--- config.mk ---
export PLATFORM = sky130hd
export DESIGN_NAME = dtpb_front
export DESIGN_NICKNAME = d
export VERILOG_FILES = /design/src/rtl/dtpb_pkg.sv /design/src/rtl/dtpb_front.sv
export SDC_FILE = /design/constraint.sdc
export NUM_CORES = 1
export LEC_CHECK = 0
export ABC_AREA = 1
export BUFFER_PORTS_ARGS = -buffer_cell sky130_fd_sc_hd__buf_2
export CELL_PAD_IN_SITES_DETAIL_PLACEMENT = 1
export CELL_PAD_IN_SITES_GLOBAL_PLACEMENT = 1
export CORE_MARGIN = 10
export CORE_UTILIZATION = 36
export CTS_BUF_LIST = sky130_fd_sc_hd__clkbuf_8
export CTS_CLUSTER_DIAMETER = 80
export DETAILED_ROUTE_END_ITERATION = 8
export GPL_TIMING_DRIVEN = 0
export PLACE_DENSITY_LB_ADDON = 0.1
export SYNTH_ARGS = -nofsm -noshare
export SYNTH_HDL_FRONTEND = slang
export SYNTH_SLANG_ARGS = --single-unit
--- constraint.sdc ---
create_clock -name clock -period 5.8 [get_ports clock]
set_clock_uncertainty 0.1 [all_clocks]
set_input_delay 0.87 -clock clock [delete_from_list [all_inputs] [get_ports clock]]
set_output_delay 0.87 -clock clock [all_outputs]
set_load 0.03 [all_outputs]
--- src/rtl/dtpb_pkg.sv ---
// ----------------------------------------------------------------------------
// dtpb_pkg
// Shared types and constants of the depth-to-point back-projection block.
// ----------------------------------------------------------------------------
package dtpb_pkg;

   // Configuration port
   localparam int CSR_IDX_W  = 3;
   localparam int CSR_DATA_W = 24;

   localparam logic [CSR_IDX_W-1:0] CSR_IMAGE_WIDTH   = 3'd0;
   localparam logic [CSR_IDX_W-1:0] CSR_MIN_DEPTH     = 3'd1;
   localparam logic [CSR_IDX_W-1:0] CSR_MAX_DEPTH     = 3'd2;
   localparam logic [CSR_IDX_W-1:0] CSR_CENTER_X      = 3'd3;
   localparam logic [CSR_IDX_W-1:0] CSR_CENTER_Y      = 3'd4;
   localparam logic [CSR_IDX_W-1:0] CSR_RECIP_FOCAL_X = 3'd5;
   localparam logic [CSR_IDX_W-1:0] CSR_RECIP_FOCAL_Y = 3'd6;

   localparam logic [12:0] RST_IMAGE_WIDTH   = 13'd640;
   localparam logic [15:0] RST_MIN_DEPTH     = 16'd10;
   localparam logic [15:0] RST_MAX_DEPTH     = 16'd5000;
   localparam logic [15:0] RST_CENTER_X      = 16'd5112;
   localparam logic [15:0] RST_CENTER_Y      = 16'd3832;
   localparam logic [23:0] RST_RECIP_FOCAL_X = 24'd31957;
   localparam logic [23:0] RST_RECIP_FOCAL_Y = 24'd31957;

   // Row counter wraps after 4096 rows
   localparam int ROW_W = 12;

   // Queue between front and back
   localparam int QDEPTH = 4;
   localparam int QPTR_W = 2;

   // Fixed-point projection
   localparam int FRAC_BITS   = 28;
   localparam int RECIP_LO_W  = 12;
   localparam logic [23:0] SAT_POS = 24'h7FFFFF;
   localparam logic [23:0] SAT_NEG = 24'h800000;

   typedef struct packed {
      logic [15:0] depth_mm;
      logic [7:0]  blue;
      logic [7:0]  green;
      logic [7:0]  red;
   } pix_type;

   typedef struct packed {
      logic [12:0] image_width;
      logic [15:0] min_depth_mm;
      logic [15:0] max_depth_mm;
   } range_cfg_type;

   typedef struct packed {
      logic [15:0] center_x;
      logic [15:0] center_y;
      logic [23:0] recip_focal_x;
      logic [23:0] recip_focal_y;
   } cam_cfg_type;

endpackage

--- src/rtl/dtpb_front.sv ---
// ----------------------------------------------------------------------------
// dtpb_front
// Accepts pixels, tracks raster position and keeps sampled in-range pixels.
// ----------------------------------------------------------------------------
module dtpb_front import dtpb_pkg::*; #(
   parameter int MAX_WIDTH     = 4096,
   parameter int SAMPLE_STRIDE = 3
) (
   input  logic                               clock,
   input  logic                               reset,
   input  logic                               req_valid,
   output logic                               req_stall,
   input  logic                               req_frame_start,
   input  pix_type                            req_pix,
   input  range_cfg_type                      cfg,
   input  logic                               queue_full,
   output logic                               push,
   output logic [$clog2(MAX_WIDTH+1)-1:0]     push_col,
   output logic [ROW_W-1:0]                   push_row,
   output pix_type                            push_pix
);

   localparam int CW = $clog2(MAX_WIDTH + 1);
   localparam int PW = (SAMPLE_STRIDE > 1) ? $clog2(SAMPLE_STRIDE) : 1;
   localparam logic [CW-1:0] MAX_W = CW'(MAX_WIDTH);

   logic [CW-1:0]    col_ff, col_in;
   logic [ROW_W-1:0] row_ff, row_in;
   logic [PW-1:0]    cph_ff, cph_in;
   logic [PW-1:0]    rph_ff, rph_in;

   logic [CW-1:0]    width;
   logic [CW-1:0]    c0, c1, c2;
   logic [ROW_W-1:0] r0, r1;
   logic [PW-1:0]    cp0, cp1, rp0, rp1;
   logic             accept;
   logic             keep;

   function automatic logic [PW-1:0] next_phase(input logic [PW-1:0] p);
      logic [PW:0] s;
      s = {1'b0, p} + 1'b1;
      return (s == (PW+1)'(SAMPLE_STRIDE)) ? '0 : s[PW-1:0];
   endfunction

   assign req_stall = queue_full;
   assign accept    = req_valid && !queue_full;

   always_comb begin
      if (cfg.image_width == 13'd0) begin
         width = CW'(1);
      end else if (32'(cfg.image_width) > 32'(MAX_WIDTH)) begin
         width = MAX_W;
      end else begin
         width = CW'(cfg.image_width);
      end
   end

   always_comb begin
      c0  = req_frame_start ? '0 : col_ff;
      r0  = req_frame_start ? '0 : row_ff;
      cp0 = req_frame_start ? '0 : cph_ff;
      rp0 = req_frame_start ? '0 : rph_ff;

      // A width that shrank while idle ends the current row first.
      c1  = c0;
      cp1 = cp0;
      r1  = r0;
      rp1 = rp0;
      if (c0 >= width) begin
         c1  = '0;
         cp1 = '0;
         r1  = r0 + 1'b1;
         rp1 = (r1 == '0) ? '0 : next_phase(rp0);
      end

      keep = (cp1 == '0) && (rp1 == '0) &&
             (req_pix.depth_mm >= cfg.min_depth_mm) &&
             (req_pix.depth_mm <= cfg.max_depth_mm);

      c2     = c1 + 1'b1;
      col_in = c2;
      cph_in = next_phase(cp1);
      row_in = r1;
      rph_in = rp1;
      if (c2 >= width) begin
         col_in = '0;
         cph_in = '0;
         row_in = r1 + 1'b1;
         rph_in = (row_in == '0) ? '0 : next_phase(rp1);
      end
   end

   always_ff @(posedge clock) begin
      if (reset) begin
         col_ff <= '0;
         row_ff <= '0;
         cph_ff <= '0;
         rph_ff <= '0;
      end else if (accept) begin
         col_ff <= col_in;
         row_ff <= row_in;
         cph_ff <= cph_in;
         rph_ff <= rph_in;
      end
   end

   assign push     = accept && keep;
   assign push_col = c1;
   assign push_row = r1;
   assign push_pix = req_pix;

endmodule

==> results_dict.tcl <==
set metrics [dict create \
    outcome "complete, no violations" \
    synthSimpleGateAreaFrac 0.3930 \
    area_growth_pct 29.10 \
    async_flop_share 0 \
    synth-xor-area-share 0.02492 \
    die-area_um2 18420 \
    antenna_found_initial 0 \
    critPathMostFrequentCell "nand2_1" \
    grt_pass1_wl_um 28060 \
    hp-start "col_ff[11]" \
    crit_family "simple AND/OR/NAND/NOR gates" \
    synth_top_family_by_area "simple AND/OR/NAND/NOR gates" \
    port_buffers 131 \
    wl_per_cell_um 17.27 \
    finalHoldViolCount 0 \
    io_pins 157 \
    hold_path.class "reg -> reg" \
    drv_cap 0 \
    final_max_slew_viol_count 0 \
    slowest_stage "nor4_4" \
    synth_top_area_frac 0.1584 \
    track_usage 0.1874 \
    grt_pass1_vias 5806 \
    ff2ff_setup_slack_ns 1.09 \
    yosysMostFrequentCell "nand2_1" \
    clock.fmax_mhz 177.3 \
    synthMuxAreaShare 0 \
    tns_ns 0 \
    tightest_slew_ns 0.8164 \
    synth_fa_ha_area_frac 0.1584 \
    total_leakage_power_uw 0.003302 \
    htree_num_levels 2 \
    fin_cells 1078 \
    setup_violations 0 \
    wirelength_um 18620 \
    dp.cells 1054 \
    synth_flop_cell "dfxtp_1" \
    overflow 0 \
    worstReg2RegStart "col_ff[2]" \
    die_h_um 135.7 \
    worstSetupStartpoint "cfg[41]" \
    p_total_uw 697.4 \
    syn_inst 747 \
    start_util 0.3654 \
    synth_compound_area_frac 0.1127 \
    worstPathArrival_ns 5.75 \
    nets 1052 \
    worst-endpoint-required_ns 5.91 \
    crit_type "in -> reg" \
    period_minus_slack_ns 5.639 \
    end_kind "flop" \
    ant_nets 0 \
    cts_buffers 5 \
    tritoncts "built" \
    via_count 5436 \
    post-route-period-util 0.9722 \
    ys_types 49 \
    slowest_delay_ns 0.37 \
    post_synth.cell_area_avg_um2 6.452 \
    synth_enable_flop_cells 0 \
    drt_iter0_drc 195 \
    p_per_area_nw_per_um2 112.1 \
    relSlewSlack 0.4557 \
    cts_hold_buf 0 \
    diodes 0 \
    cts_root_buf "clkbuf_8" \
    synth_top_area_cell "ha_1" \
    dr.pass1.iters 4 \
    drive_gt1_frac 0.3681 \
    cts.reportedPaths.clkPinSlew_ns 0.08 \
    hold_end "col_ff[11]" \
    drc_errors 0 \
    die_w_um 135.7 \
    core-area_um2 13190 \
    viasPerCell 5.043 \
    netlist_area_um2 4820 \
    reg2regPathDepth 28 \
    r2r_end "cph_ff[1]" \
    ys_seq_area_frac 0.1205 \
    startpoint_type "input pin" \
    cp_max_fo 8 \
    peakVddDrop_uv 78.31 \
    synth_nets 898 \
    dp_hpwl_um 15040 \
    final_util 0.4717 \
    ys_warn_count 0 \
    synth.area.top_cells "ha_1, nand2_1, dfxtp_1, inv_1, buf_4" \
    path_buf_inv 5 \
    insertion_delay_ns 0.30 \
    grt_max_degree 11 \
    holdPathStages 2 \
    ys_ff_latch 29 \
    place.gp.congestion 0.8719 \
    clkSinkCount 29 \
    synth_common_cells "nand2_1, inv_1, ha_1" \
    num_rows 42 \
    clockBufferDepth 2 \
]
==> cells by family after synthesis <==
logic type	after synthesis
simple gates	372
buf+inv	186
compound gates	87
fa+ha+maj	61
flops	29
xor+xnor	12
==> power by group <==
group	internal, uW	switching [uW]
logic	101	158
registers	201	2.14
clock network	139	97.1
total	441	257
==> placed cells by master, fill, tap and decap left out, types with 5 or more instances in the layout <==
| cell | instances |
|---|---|
| nand2_1 | 162 |
| buf_2 | 133 |
| inv_1 | 111 |
| nor2_1 | 55 |
| buf_4 | 55 |
| ha_1 | 52 |
| nand3_1 | 39 |
| a21oi_1 | 38 |
| nand2_2 | 34 |
| dfxtp_1 | 29 |
| nand4_1 | 15 |
| o21ai_0 | 13 |
| nor2_4 | 13 |
| nand2_4 | 13 |
| inv_2 | 13 |
| nor2_2 | 11 |
| ha_4 | 9 |
| xor2_1 | 8 |
| buf_6 | 8 |
| a22oi_1 | 8 |
| nor3_1 | 7 |
| nand3_2 | 7 |
| a21oi_2 | 6 |
| clkbuf_8 | 6 |
| a211oi_1 | 5 |
| o221ai_1 | 5 |
==> worst register-to-register path: cells and delay by family (launching register included) <==
kind / cells / cell delay, ns
and+or+nand+nor: 15 / 2.14
buffers and inverters: 4 / 0.36
DFF: 1 / 0.34
AOI/OAI and AO/OA: 6 / 0.94
adders and majority gates: 3 / 0.74
==> sequential cells by signal, summed over array words and instances (netlist names) <==
register	cells
row_ff	12
cph_ff	2
col_ff	13
rph_ff	2
==> repair_timing <==
| action | in CTS | in global routing |
|---|---|---|
| gates cloned | 0 | 3 |
| setup buffers | 1 | 12 |
| pin swaps | 1 | 15 |
| resized for setup | 14 | 45 |
| setup endpoints to repair | 29 | 29 |
==> metal layers <==
metal / wire (um) / share of wire / vias up / global-route usage
li1: - / - / 2678 / -
met1: 7393 / 0.40 / 2589 / 0.1997
met2: 9747 / 0.52 / 133 / 0.3564
met3: 982 / 0.053 / 36 / 0.04043
met4: 499 / 0.027 / 0 / 0.05682
met5: 0 / 0 / - / 0
==> worst max-delay path by stage <==
stage / endpoint / slack (ns) / depth (start not counted)
floorplan: row_ff[4] / 0.09 / 33
global placement: row_ff[4] / -1.27 / 34
global route: row_ff[3] / -0.19 / 31
CTS: row_ff[4] / 0.02 / 34
detailed placement: row_ff[4] / -1.35 / 34
finish: cph_ff[1] / 0.16 / 32
==> area by class of cell <==
class                   count  area [um2]
flip-flops and latches     29       580.6
multi-input cells         532        3548
clock buffers               6       82.58
well taps                 176       220.2
fillers                  1799        6968
repair buffers            147       800.8
plain buffers              58       466.7
clock inverters             2       33.78
inverters                 128       489.2
==> through the flow <==
step                      hold WS [ns]  setup WS (ns)  area (um2)
after floorplan                 0.3335        0.09153        4820
after global placement          0.3462         -1.268        5695
after detailed placement        0.3632         -1.347        5695
after CTS                       0.3744        0.02339        5873
after global routing            0.3927        -0.1896        6222
final                           0.3704         0.1612        6222
(Power assumes the default switching activity.)
