`src/rtl/dtpb_pkg.sv`:
```
// ----------------------------------------------------------------------------
// dtpb_pkg
// Shared types and constants of the depth-to-point back-projection block.
// ----------------------------------------------------------------------------
package dtpb_pkg;

   // Configuration port
   localparam int CSR_IDX_W  = 3;
   localparam int CSR_DATA_W = 24;

   localparam logic [CSR_IDX_W-1:0] CSR_IMAGE_WIDTH   = 3'd0;
   localparam logic [CSR_IDX_W-1:0] CSR_MIN_DEPTH     = 3'd1;
   localparam logic [CSR_IDX_W-1:0] CSR_MAX_DEPTH     = 3'd2;
   localparam logic [CSR_IDX_W-1:0] CSR_CENTER_X      = 3'd3;
   localparam logic [CSR_IDX_W-1:0] CSR_CENTER_Y      = 3'd4;
   localparam logic [CSR_IDX_W-1:0] CSR_RECIP_FOCAL_X = 3'd5;
   localparam logic [CSR_IDX_W-1:0] CSR_RECIP_FOCAL_Y = 3'd6;

   localparam logic [12:0] RST_IMAGE_WIDTH   = 13'd640;
   localparam logic [15:0] RST_MIN_DEPTH     = 16'd10;
   localparam logic [15:0] RST_MAX_DEPTH     = 16'd5000;
   localparam logic [15:0] RST_CENTER_X      = 16'd5112;
   localparam logic [15:0] RST_CENTER_Y      = 16'd3832;
   localparam logic [23:0] RST_RECIP_FOCAL_X = 24'd31957;
   localparam logic [23:0] RST_RECIP_FOCAL_Y = 24'd31957;

   // Row counter wraps after 4096 rows
   localparam int ROW_W = 12;

   // Queue between front and back
   localparam int QDEPTH = 4;
   localparam int QPTR_W = 2;

   // Fixed-point projection
   localparam int FRAC_BITS   = 28;
   localparam int RECIP_LO_W  = 12;
   localparam logic [23:0] SAT_POS = 24'h7FFFFF;
   localparam logic [23:0] SAT_NEG = 24'h800000;

   typedef struct packed {
      logic [15:0] depth_mm;
      logic [7:0]  blue;
      logic [7:0]  green;
      logic [7:0]  red;
   } pix_type;

   typedef struct packed {
      logic [12:0] image_width;
      logic [15:0] min_depth_mm;
      logic [15:0] max_depth_mm;
   } range_cfg_type;

   typedef struct packed {
      logic [15:0] center_x;
      logic [15:0] center_y;
      logic [23:0] recip_focal_x;
      logic [23:0] recip_focal_y;
   } cam_cfg_type;

endpackage

```
`src/rtl/dtpb_queue.sv`:
```
// ----------------------------------------------------------------------------
// dtpb_queue
// Small first-in first-out queue between the front and the back.
// ----------------------------------------------------------------------------
module dtpb_queue import dtpb_pkg::*; #(
   parameter int DATA_W = 8
) (
   input  logic              clock,
   input  logic              reset,
   input  logic              push,
   input  logic [DATA_W-1:0] push_data,
   input  logic              pop,
   output logic [DATA_W-1:0] pop_data,
   output logic              empty,
   output logic              full
);

   logic [DATA_W-1:0] entry_ff [QDEPTH];
   logic [QPTR_W-1:0] wr_ptr_ff;
   logic [QPTR_W-1:0] rd_ptr_ff;
   logic [QPTR_W:0]   count_ff, count_in;

   assign empty    = (count_ff == '0);
   assign full     = (count_ff == (QPTR_W+1)'(QDEPTH));
   assign pop_data = entry_ff[rd_ptr_ff];

   always_comb begin
      count_in = count_ff;
      if (push && !pop) begin
         count_in = count_ff + 1'b1;
      end else if (pop && !push) begin
         count_in = count_ff - 1'b1;
      end
   end

   always_ff @(posedge clock) begin
      if (reset) begin
         wr_ptr_ff <= '0;
         rd_ptr_ff <= '0;
         count_ff  <= '0;
      end else begin
         count_ff <= count_in;
         if (push) begin
            wr_ptr_ff <= wr_ptr_ff + 1'b1;
         end
         if (pop) begin
            rd_ptr_ff <= rd_ptr_ff + 1'b1;
         end
      end
   end

   always_ff @(posedge clock) begin
      if (push) begin
         entry_ff[wr_ptr_ff] <= push_data;
      end
   end

endmodule

```
`config.mk`:
```
export PLATFORM = sky130hd
export DESIGN_NAME = dtpb_queue
export DESIGN_NICKNAME = d
export VERILOG_FILES = /design/src/rtl/dtpb_pkg.sv /design/src/rtl/dtpb_queue.sv
export SDC_FILE = /design/constraint.sdc
export NUM_CORES = 1
export LEC_CHECK = 0
export ABC_CLOCK_PERIOD_IN_PS = 2100
export BUFFER_PORTS_ARGS = -buffer_cell sky130_fd_sc_hd__buf_2
export CELL_PAD_IN_SITES_DETAIL_PLACEMENT = 2
export CELL_PAD_IN_SITES_GLOBAL_PLACEMENT = 2
export CORE_MARGIN = 4
export CORE_UTILIZATION = 42
export CTS_CLUSTER_DIAMETER = 50
export DETAILED_ROUTE_END_ITERATION = 12
export GPL_TIMING_DRIVEN = 1
export PLACE_DENSITY_LB_ADDON = 0.1
export SETUP_SLACK_MARGIN = 0.05
export SYNTH_ARGS = -nofsm -noshare
export SYNTH_HDL_FRONTEND = slang
export SYNTH_SLANG_ARGS = --single-unit
export TNS_END_PERCENT = 10
```
`constraint.sdc`:
```
create_clock -name clock -period 2.1 [get_ports clock]
set_input_delay 0.21 -clock clock [delete_from_list [all_inputs] [get_ports clock]]
set_output_delay 0.21 -clock clock [all_outputs]
set_load 0.02 [all_outputs]
```
==> summary.md, run 1 <==
| Metric | Value |
|---|---|
| Status | finished clean |
| Largest family of logic cells by synthesized area | multiplexers |
| Worst stage delay on the critical path | approximately 530 ps |
| Post-Syn Instances | 86 |
| RePlAce Congestion | around 0.64 |
| Chip height | just under 70 µm |
| Layout Skew | 6.52 ps |
| DRC Markers | 0 |
| Dominant cell type by area after synthesis | edfxtp_1 |
| Sw power | approximately 0.4 mW |
| CTS tree | built |
| Worst path cell trace | buf_4 > mux4_2 > buf_2 |
| Clock power frac | 28.3% |
| DP Area | 0.00174 mm² |
| Initial Util | between 40% and 50% |
| Synth area leaders | edfxtp_1, dfxtp_1, mux4_2, ha_1, nor2_1 |
| First-pass iteration count of the detailed router | 4 |
| Pwr dens | 913 mW/mm² |
| Antenna diodes | 0 |
| Die width | just under 70 µm |
| Nets | 130 |
| Hold path start | push_data[1] |
| Synth top area share | 60.6% |
| Adder-Cell Fraction of Synth Area | roughly 5.2% |
| Worst hold stages | 1 |
| Post-synthesis compound-gate area fraction | less than 1% |
| Global-route wire length before repair | between 4000 and 5000 µm |
| FF-to-FF Start | count_ff[0]$_SDFFE_PP0P_ |
| Routed WL | roughly 2700 µm |
| Peak supply drop | approximately 0.45 mV |
| Core area | 0.00366 mm² |
| Mux cell area share after synthesis | between 10% and 20% |
| Post-Layout Inst Area | 0.00182 mm² |
| DP Wirelength | roughly 2000 µm |
| Max clock buf depth | 2 |
| Final Hold Slack | 147 ps |
| Seq/Total Area, Yosys | between 70% and 80% |
| Fin Setup TNS | 0 ps |
| Crit Path Category | reg -> out |
| Vias/cell | ~4.8 |
| Sink Count | 41 |
| Crit path launch type | flop |
| Final Hold Viols | 0 |
| Routed via count | 777 |
| Flop pwr share | 57.7% |
| CP bufs+invs | 2 |
| Share of layout cells above drive strength 1 | 31.0% |
| Setup repair after global routing missed its margin | no |
| Internal power | between 1 and 1.5 mW |
| Ys Warns | 0 |
| CP delay by family, top | multiplexers |
| Clock Latency Late Sink | roughly 280 ps |
| CP Max Fanout | 8 |
| Arrival time worst endpoint | ~1500 ps |
| Htree depth | 2 |
| Placed insts | between 150 and 200 |
| Final slew viol count | 0 |
| # resized after CTS | 0 |
| CTS Hold Bufs | 0 |
| Die area | 0.00482 mm² |
| Via count of the first global-routing pass | 868 |
| Setup violations, final | 0 |
| Clock-pin slew on the worst setup and hold paths | approximately 70 ps |
| Post-CTS setup buffer count | 0 |
| Root Driver | clkbuf_8 |
| Area grow syn2layout | 14.7% |
| Mapped cell area | 0.00159 mm² |
| Peak Freq | roughly 600 MHz |
| Final Cycle Share | roughly four fifths |
| Maximum number of pins on one net before global-route repair | 12 |
| Slowest CP cell | mux4_2 |
| Final WS setup | a little under 400 ps |
| First-iteration detailed-routing DRC count | 48 |
| TritonCTS buffer count | 5 |
| MaxCap Viol Count | 0 |
| Syn avg cell area | approximately 18 µm² |
| Hold WC Path Type | in -> reg |
| Placement Setup Slack | 339 ps |
| GRT overflow | 0 |
| R2r endpoint | count_ff[2]$_SDFFE_PP0P_ |
| DR WL/cell | about 17 µm |
| IO Count | 22 |
| Flops & latches, synth | ~40 |
| Min cycle time layout | 1710 ps |
| I/O Buffers | 21 |
| Initial antenna violation count | 0 |
| Comb power frac | between 10% and 20% |
| Unique masters post-synth | 20 |
| Rel. slew slack | between 70% and 80% |
| Worst slew pin tran | 448 ps |
| Synth Area in XOR/XNOR | between 2 and 3% |
| Sw Ratio | about a quarter |
| Cells on worst reg2reg path | 4 |
| Hold-critical path endpoint | entry_ff[2][1]$_DFFE_PP_ |
| Critical Path RT | 1890 ps |
| Leak | ~0.66 nW |
| R2R Setup Slk | between 500 and 600 ps |
| Row count | 22 |
| Synth Net Count | 104 |
| Number of non-filler instances in the completed layout | between 150 and 200 |
| GRT Util Overall | between 10% and 20% |
| ANT nets after route | 0 |
| Worst setup EP type | output pin |
| Simple-gate share of the synthesized area | 4.65% |
==> how the worst max path moves through the flow <==
stage                     from                        to  slack [ps]  cells after the start
final                     flop               pop_data[2]         390                      3
after global routing      flop               pop_data[2]         310                      3
after CTS                 flop               pop_data[2]         360                      3
after detailed placement  push  count_ff[2]$_SDFFE_PP0P_         340                      7
after global placement    push  count_ff[2]$_SDFFE_PP0P_         480                      7
after floorplan            pop  count_ff[2]$_SDFFE_PP0P_         650                      7
==> cells by family after synthesis <==
group,count (synthesis)
fa+ha+maj,6
mux,10
compound gates,2
xor+xnor,5
flops,41
buf+inv,7
simple gates,15
==> sequential cells by signal (all words and copies together) (netlist names), named ones only <==
name       cells
count_ff       3
entry_ff      32
rd_ptr_ff      2
wr_ptr_ff      2
==> power by group through the flow <==
stage	Sequential (mW)	Clock (mW)	Combinational, mW
after floorplan	0.963	0	0.168
after global placement	0.973	0	0.227
after detailed placement	0.977	0	0.236
after CTS	0.960	0.493	0.237
after global routing	0.965	0.523	0.255
final	0.959	0.471	0.231
==> routing by layer <==
metal	vias to the layer above	part of all wire [%]	GRT usage [%]
li1	367	-	-
met1	388	43	13.7
met2	16	51	19.9
met3	6	4.5	3.91
met4	0	2.4	7.16
met5	-	0	0
==> synth_stat cells, drive strengths merged <==
master,n
inv,4
edfxtp,32
mux4,8
nor3,1
or3,1
nor2,7
clkbuf,2
and2,4
fa,1
buf,1
ha,5
nor3b,1
xor2,3
a21oi,1
o21ai,1
mux2i,2
xnor2,2
nand2,1
dfxtp,9
==> placed cells by master, fill, tap and decap left out, drive strengths merged, types with 3 or more instances in the layout <==
cell type,instances
mux4,8
edfxtp,32
inv,4
and2,4
buf,22
dfxtp,9
nor2,7
clkbuf,8
xor2,3
ha,5
==> area by class of cell <==
class,instances,area (µm²)
flip-flops and latches,41,1140
fillers,327,1840
inverters,4,15.0
well taps,48,60.1
multi-input cells,38,410
repair buffers,22,113
clock buffers,8,80.1
==> per-stage QoR <==
| stage | util [%] | power (mW) |
|---|---|---|
| 2_1_floorplan | - | 1.13 |
| 3_3_place_gp | 47.5 | 1.20 |
| 3_5_place_dp | 47.5 | 1.21 |
| 4_1_cts | 49.7 | 1.69 |
| 5_1_grt | 49.7 | 1.74 |
| 6_report | 49.7 | 1.66 |
(Power assumes the default switching activity.)
==> inputs of run 2 (changes only) <==
--- a/config.mk
+++ b/config.mk
@@ -5,12 +5,12 @@
 export SDC_FILE = /design/constraint.sdc
 export NUM_CORES = 1
 export LEC_CHECK = 0
-export ABC_CLOCK_PERIOD_IN_PS = 2100
+export ABC_CLOCK_PERIOD_IN_PS = 1600
 export BUFFER_PORTS_ARGS = -buffer_cell sky130_fd_sc_hd__buf_2
 export CELL_PAD_IN_SITES_DETAIL_PLACEMENT = 2
 export CELL_PAD_IN_SITES_GLOBAL_PLACEMENT = 2
 export CORE_MARGIN = 4
-export CORE_UTILIZATION = 42
+export CORE_UTILIZATION = 41
 export CTS_CLUSTER_DIAMETER = 50
 export DETAILED_ROUTE_END_ITERATION = 12
 export GPL_TIMING_DRIVEN = 1
==> constraint.sdc (replaced) <==
create_clock -name clock -period 1.6 [get_ports clock]
set_input_delay 0.16 -clock clock [delete_from_list [all_inputs] [get_ports clock]]
set_output_delay 0.16 -clock clock [all_outputs]
set_load 0.02 [all_outputs]
==> summary.md, run 2 (synthesized netlist as in run 1, its figures left out) <==
| Metric | Value |
|---|---|
| Status | finished clean (unchanged) |
| Core area | 0.00369 mm² (was 0.00366 mm²) |
| Final Cycle Share | approximately 100% |
| Row count | 22 (unchanged) |
| Most frequent cells in the layout | edfxtp_1, buf_2, mux4_2 (was edfxtp_1, buf_2, dfxtp_1) |
| Arrival time worst endpoint | 1440 ps (was 1500 ps) |
| Vias/cell | 4.88 (was 4.83) |
| Worst setup EP type | output pin (unchanged) |
| Initial Util | 43.0% (was 43.3%) |
| Biggest registers after layout | entry_ff x32, count_ff x3 (unchanged) |
| Final slew viol count | 0 (unchanged) |
| Most common cell after layout, fill and taps aside | edfxtp_1 (unchanged) |
| GRT overflow | 0 (unchanged) |
| Number of non-filler instances in the completed layout | 162 (was 161) |
| Crit Path Category | reg -> out (unchanged) |
| Slowest CP cell | mux4_2 (unchanged) |
| DRC Markers | 0 (unchanged) |
| Setup repair after global routing missed its margin | yes (was no) |
| Antenna diodes | 0 (unchanged) |
| Peak supply drop | 0.482 mV (was 0.447 mV) |
| Global-route wire length before repair | 4520 µm (was 4310 µm) |
| CP Max Fanout | 8 (unchanged) |
| Worst path cell trace | buf_12 > mux4_2 > buf_6 (was buf_4 > mux4_2 > buf_2) |
| Peak Freq | roughly 630 MHz |
| Sw power | 0.530 mW (was 0.397 mW) |
| Largest register by flop count | entry_ff (unchanged) |
| Fin util | 50.7% (was 49.7%) |
| Hold WC Path Type | in -> reg (unchanged) |
| Crit path launch type | flop (unchanged) |
| Clock power frac | 29.4% (was 28.3%) |
| GRT Util Overall | 12.2% (was 12.1%) |
| CTS Hold Bufs | 0 (unchanged) |
| DP Wirelength | 2070 µm (was 1960 µm) |
| Worst slew pin tran | 478 ps (was 448 ps) |
| Chip height | 70.2 µm (was 69.5 µm) |
| Max clock buf depth | 2 (unchanged) |
| Routed via count | 791 (was 777) |
| RePlAce Congestion | 0.710 (was 0.643) |
| FILL cells | 345 (was 327) |
| Setup violations, final | 0 (unchanged) |
| Sw Ratio | 23.6% (was 23.9%) |
| Min cycle time layout | roughly 1600 ps |
| Nets | 131 (was 130) |
| DR WL/cell | 17.4 µm (was 16.7 µm) |
| Via count of the first global-routing pass | 887 (was 868) |
| Sink Count | 41 (unchanged) |
| Clock Latency Late Sink | 270 ps (was 280 ps) |
| TritonCTS buffer count | 5 (unchanged) |
| I/O Buffers | 21 (unchanged) |
| CTS tree | built (unchanged) |
| Max reg flops | 32 (unchanged) |
| Comb power frac | 14.6% (was 13.9%) |
| Clock-pin slew on the worst setup and hold paths | 70 ps (about the same) |
| Routed WL | 2820 µm (was 2680 µm) |
| Leak | 0.683 nW (was 0.663 nW) |
| DP Area | 0.00176 mm² (was 0.00174 mm²) |
| Root Driver | clkbuf_8 (unchanged) |
| Maximum number of pins on one net before global-route repair | 13 (was 12) |
| Fin Setup TNS | 0 ps (unchanged) |
| Die area | 0.00493 mm² (was 0.00482 mm²) |
| Worst stage delay on the critical path | 520 ps (was 530 ps) |
| Pwr dens | 1200 mW/mm² (was 913 mW/mm²) |
| Flop pwr share | 56.0% (was 57.7%) |
| Die width | 70.2 µm (was 69.5 µm) |
| First-pass iteration count of the detailed router | 2 (was 4) |
| Layout Skew | 6.60 ps (was 6.52 ps) |
| IO Count | 22 (unchanged) |
| Critical Path RT | 1440 ps (was 1890 ps) |
| ANT nets after route | 0 (unchanged) |
| Final Hold Viols | 0 (unchanged) |
| Share of layout cells above drive strength 1 | 36.0% (was 31.0%) |
| Internal power | 1.72 mW (was 1.26 mW) |
| First-iteration detailed-routing DRC count | 44 (was 48) |
| Area grow syn2layout | 17.8% (was 14.7%) |
| Initial antenna violation count | 0 (unchanged) |
| Placed insts | 154 (was 153) |
| Post-Layout Inst Area | 0.00187 mm² (was 0.00182 mm²) |
| Rel. slew slack | 68.2% (was 70.1%) |
| Post-CTS setup buffer count | 0 (unchanged) |
| Final Hold Slack | 98.1 ps (was 147 ps) |
| MaxCap Viol Count | 0 (unchanged) |
| Htree depth | 2 (unchanged) |
==> run 2: changes by cell type in the layout (fill, tap and decap cells not counted) <==
cell,before,now
buf_6,0,2
a21oi_1,1,0
clkbuf_8,5,6
dfxtp_1,9,6
a21oi_2,0,1
clkbuf_1,3,2
buf_12,0,1
buf_2,21,19
dfxtp_2,0,3
==> run 2: final cells by class <==
type	count	area (µm²)	area share [%]
tap	48	60.1	3.21
clock buffer	8	90.1	4.82
inverter	4	15.0	0.803
sequential	41	1140	61.2
timing repair buffer	23	145	7.76
multi-input combinational	38	414	22.2
==> run 2: what timing repair did <==
action | 4_1_cts | 5_1_grt
gates resized for setup | 6 | 2
endpoints found under the setup margin | 8 | 9
pin swaps | 0 | 0
==> run 2: power groups by stage <==
stage | logic (mW) | clock network [mW] | registers (mW)
2_1_floorplan | 0.220 | 0 | 1.26
3_3_place_gp | 0.305 | 0 | 1.28
3_5_place_dp | 0.320 | 0 | 1.29
4_1_cts | 0.332 | 0.682 | 1.26
5_1_grt | 0.364 | 0.723 | 1.27
6_report | 0.329 | 0.661 | 1.26
==> run 2: worst paths after layout <==
path | start | endpoint | slack [ps] | cells after the start
worst max-delay path | flop | pop_data[7] | 3 | 3
worst min register to register | rd_ptr_ff[0]$_SDFFE_PP0P_ | flop | 550 | 2
worst min-delay path | push_data[0] | entry_ff[0][0]$_DFFE_PP_ | 100 | 1
worst max register to register | count_ff[0]$_SDFFE_PP0P_ | count_ff[2]$_SDFFE_PP0P_ | 90 | 4
==> run 2: critical path, delay by kind of cell, from the launching register on <==
kind,cells,cell delay (ps)
buffers and inverters,2,290
DFF,1,340
muxes,1,520
==> run 2: stage by stage <==
step,power (mW),setup slack [ps]
2_1_floorplan,1.48,199
3_3_place_gp,1.58,44.8
3_5_place_dp,1.61,-32.9
4_1_cts,2.28,-18.3
5_1_grt,2.36,-50.0
6_report,2.25,2.63
==> run 2: per-layer routing <==
layer / share of wire, % / GRT usage, % / up-vias
li1: - / - / 372
met1: 42 / 14.2 / 398
met2: 53 / 21.8 / 17
met3: 3.8 / 2.88 / 4
met4: 0.99 / 4.47 / 0
met5: 0 / 0 / -
==> inputs of run 3 (changes only) <==
--- a/config.mk
+++ b/config.mk
@@ -7,14 +7,11 @@
 export LEC_CHECK = 0
 export ABC_CLOCK_PERIOD_IN_PS = 1600
 export BUFFER_PORTS_ARGS = -buffer_cell sky130_fd_sc_hd__buf_2
-export CELL_PAD_IN_SITES_DETAIL_PLACEMENT = 2
-export CELL_PAD_IN_SITES_GLOBAL_PLACEMENT = 2
 export CORE_MARGIN = 4
-export CORE_UTILIZATION = 41
+export CORE_UTILIZATION = 42
 export CTS_CLUSTER_DIAMETER = 50
 export DETAILED_ROUTE_END_ITERATION = 12
 export GPL_TIMING_DRIVEN = 1
-export PLACE_DENSITY_LB_ADDON = 0.1
 export SETUP_SLACK_MARGIN = 0.05
 export SYNTH_ARGS = -nofsm -noshare
 export SYNTH_HDL_FRONTEND = slang
==> summary.md, run 3 (synthesized netlist as in run 1, its figures left out) <==
| Metric | Value |
|---|---|
| Arrival time worst endpoint | 1430 ps (was 1440 ps) |
| Largest register by flop count | entry_ff (unchanged) |
| Rel. slew slack | 84.8% (was 68.2%) |
| Share of layout cells above drive strength 1 | 40.5% (was 36.0%) |
| DP Wirelength | 1800 µm (was 2070 µm) |
| Post-Layout Inst Area | 0.00197 mm² (was 0.00187 mm²) |
| Via count of the first global-routing pass | 883 (was 887) |
| Final Hold Viols | 0 (unchanged) |
| Final Cycle Share | 99.4% (was 99.8%) |
| Row count | 22 (unchanged) |
| Root Driver | clkbuf_8 (unchanged) |
| Worst slew pin tran | 229 ps (was 478 ps) |
| Initial antenna violation count | 0 (unchanged) |
| RePlAce Congestion | 0.640 (was 0.710) |
| CP Max Fanout | 5 (was 8) |
| Antenna diodes | 0 (unchanged) |
| Peak supply drop | 0.636 mV (was 0.482 mV) |
| Peak Freq | 629 MHz (was 626 MHz) |
| Chip height | 69.5 µm (was 70.2 µm) |
| Post-CTS setup buffer count | 0 (unchanged) |
| MaxCap Viol Count | 0 (unchanged) |
| Fin util | 53.8% (was 50.7%) |
| Most common cell after layout, fill and taps aside | edfxtp_1 (unchanged) |
| Die width | 69.5 µm (was 70.2 µm) |
| Pwr dens | 1230 mW/mm² (was 1200 mW/mm²) |
| DRC Markers | 0 (unchanged) |
| IO Count | 22 (unchanged) |
| Clock-pin slew on the worst setup and hold paths | 80 ps (was 70 ps) |
| CTS Hold Bufs | 0 (unchanged) |
| Setup repair after global routing missed its margin | yes (unchanged) |
| Max clock buf depth | 2 (unchanged) |
| Comb power frac | 14.8% (was 14.6%) |
| Global-route wire length before repair | 4200 µm (was 4520 µm) |
| Clock power frac | 33.4% (was 29.4%) |
| Initial Util | 43.3% (was 43.0%) |
| Tot Pwr | 2.42 mW (was 2.25 mW) |
| Fin Setup TNS | 0 ps (unchanged) |
| Setup violations, final | 0 (unchanged) |
| Layout Skew | 4.86 ps (was 6.60 ps) |
| First-pass iteration count of the detailed router | 4 (was 2) |
| Clock Latency Late Sink | 280 ps (was 270 ps) |
| Routed WL | 2440 µm (was 2820 µm) |
| Nets | 138 (was 131) |
| Internal power | 1.87 mW (was 1.72 mW) |
| First-iteration detailed-routing DRC count | 33 (was 44) |
| Final Hold Slack | 93.3 ps (was 98.1 ps) |
| CTS tree | built (unchanged) |
| Max reg flops | 32 (unchanged) |
| TritonCTS buffer count | 5 (unchanged) |
| Area grow syn2layout | 24.1% (was 17.8%) |
| Crit path launch type | flop (unchanged) |
| ANT nets after route | 0 (unchanged) |
| GRT Util Overall | 11.5% (was 12.2%) |
| Final slew viol count | 0 (unchanged) |
| Hold WC Path Type | in -> reg (unchanged) |
| Vias/cell | 4.67 (was 4.88) |
| DP Area | 0.00180 mm² (was 0.00176 mm²) |
| Flop pwr share | 51.9% (was 56.0%) |
| Core area | 0.00366 mm² (was 0.00369 mm²) |
| I/O Buffers | 21 (unchanged) |
| Sink Count | 41 (unchanged) |
| GRT overflow | 0 (unchanged) |
| DR WL/cell | 14.4 µm (was 17.4 µm) |
| Crit Path Category | reg -> out (unchanged) |
| Min cycle time layout | 1590 ps (was 1600 ps) |
| Htree depth | 2 (unchanged) |
| Routed via count | 790 (was 791) |
| Die area | 0.00482 mm² (was 0.00493 mm²) |
| Sw Ratio | 23.0% (was 23.6%) |
| Critical Path RT | 1440 ps (about the same) |
| Biggest registers after layout | entry_ff x32, count_ff x3 (unchanged) |
| Sw power | 0.559 mW (was 0.530 mW) |
| Status | finished clean (unchanged) |
| Worst setup EP type | output pin (unchanged) |
| Leak | 0.738 nW (was 0.683 nW) |
| Most frequent cells in the layout | edfxtp_1, buf_2, buf_6 (was edfxtp_1, buf_2, mux4_2) |
| Maximum number of pins on one net before global-route repair | 15 (was 13) |
run 3: power groups by stage:
stage          sequential (mW)  combinational, mW  clock (mW)
3_5_place_dp              1.28              0.325           0
4_1_cts                   1.26              0.352       0.827
3_3_place_gp              1.28              0.312           0
2_1_floorplan             1.26              0.220           0
6_report                  1.26              0.358       0.809
5_1_grt                   1.27              0.391       0.877
run 3: final cells by class:
cell class | count | area [µm²]
clock buffer | 5 | 68.8
clock inverter | 3 | 46.3
multi-input combinational | 38 | 410
sequential | 41 | 1140
timing repair buffer | 30 | 224
inverter | 4 | 15.0
fill | 303 | 1690
tap | 48 | 60.1
run 3: routing by layer:
metal / part of all wire, % / GRT usage, %
met1: 41 / 13.2
met5: 0 / 0
met3: 3.7 / 4.20
met4: 1.0 / 3.90
met2: 54 / 19.8
run 3: repair_timing:
action,in CTS,in global routing
setup endpoints to repair,8,9
pin swaps,0,0
resized for setup,11,8
cloned,0,0
run 3: final timing paths:
kind                             from                  endpoint  slack, ps  cells past startpoint
max                              flop               pop_data[4]          9                      3
min                      push_data[1]  entry_ff[0][1]$_DFFE_PP_         90                      1
max reg2reg  count_ff[0]$_SDFFE_PP0P_  count_ff[2]$_SDFFE_PP0P_        120                      4
min reg2reg  count_ff[2]$_SDFFE_PP0P_  count_ff[2]$_SDFFE_PP0P_        530                      2
run 3: worst max-delay path: stages (launching register included):
cell and delay, ps:
dfxtp_2 350, buf_6 140, mux4_2 520, buf_6 150
run 3: stage by stage:
stage                     setup slack (ps)  std cells
final                                 9.25        169
after global routing                 -51.9        169
after CTS                            -3.41        169
after detailed placement             -91.5        161
after global placement                41.3        161
after floorplan                        199         86
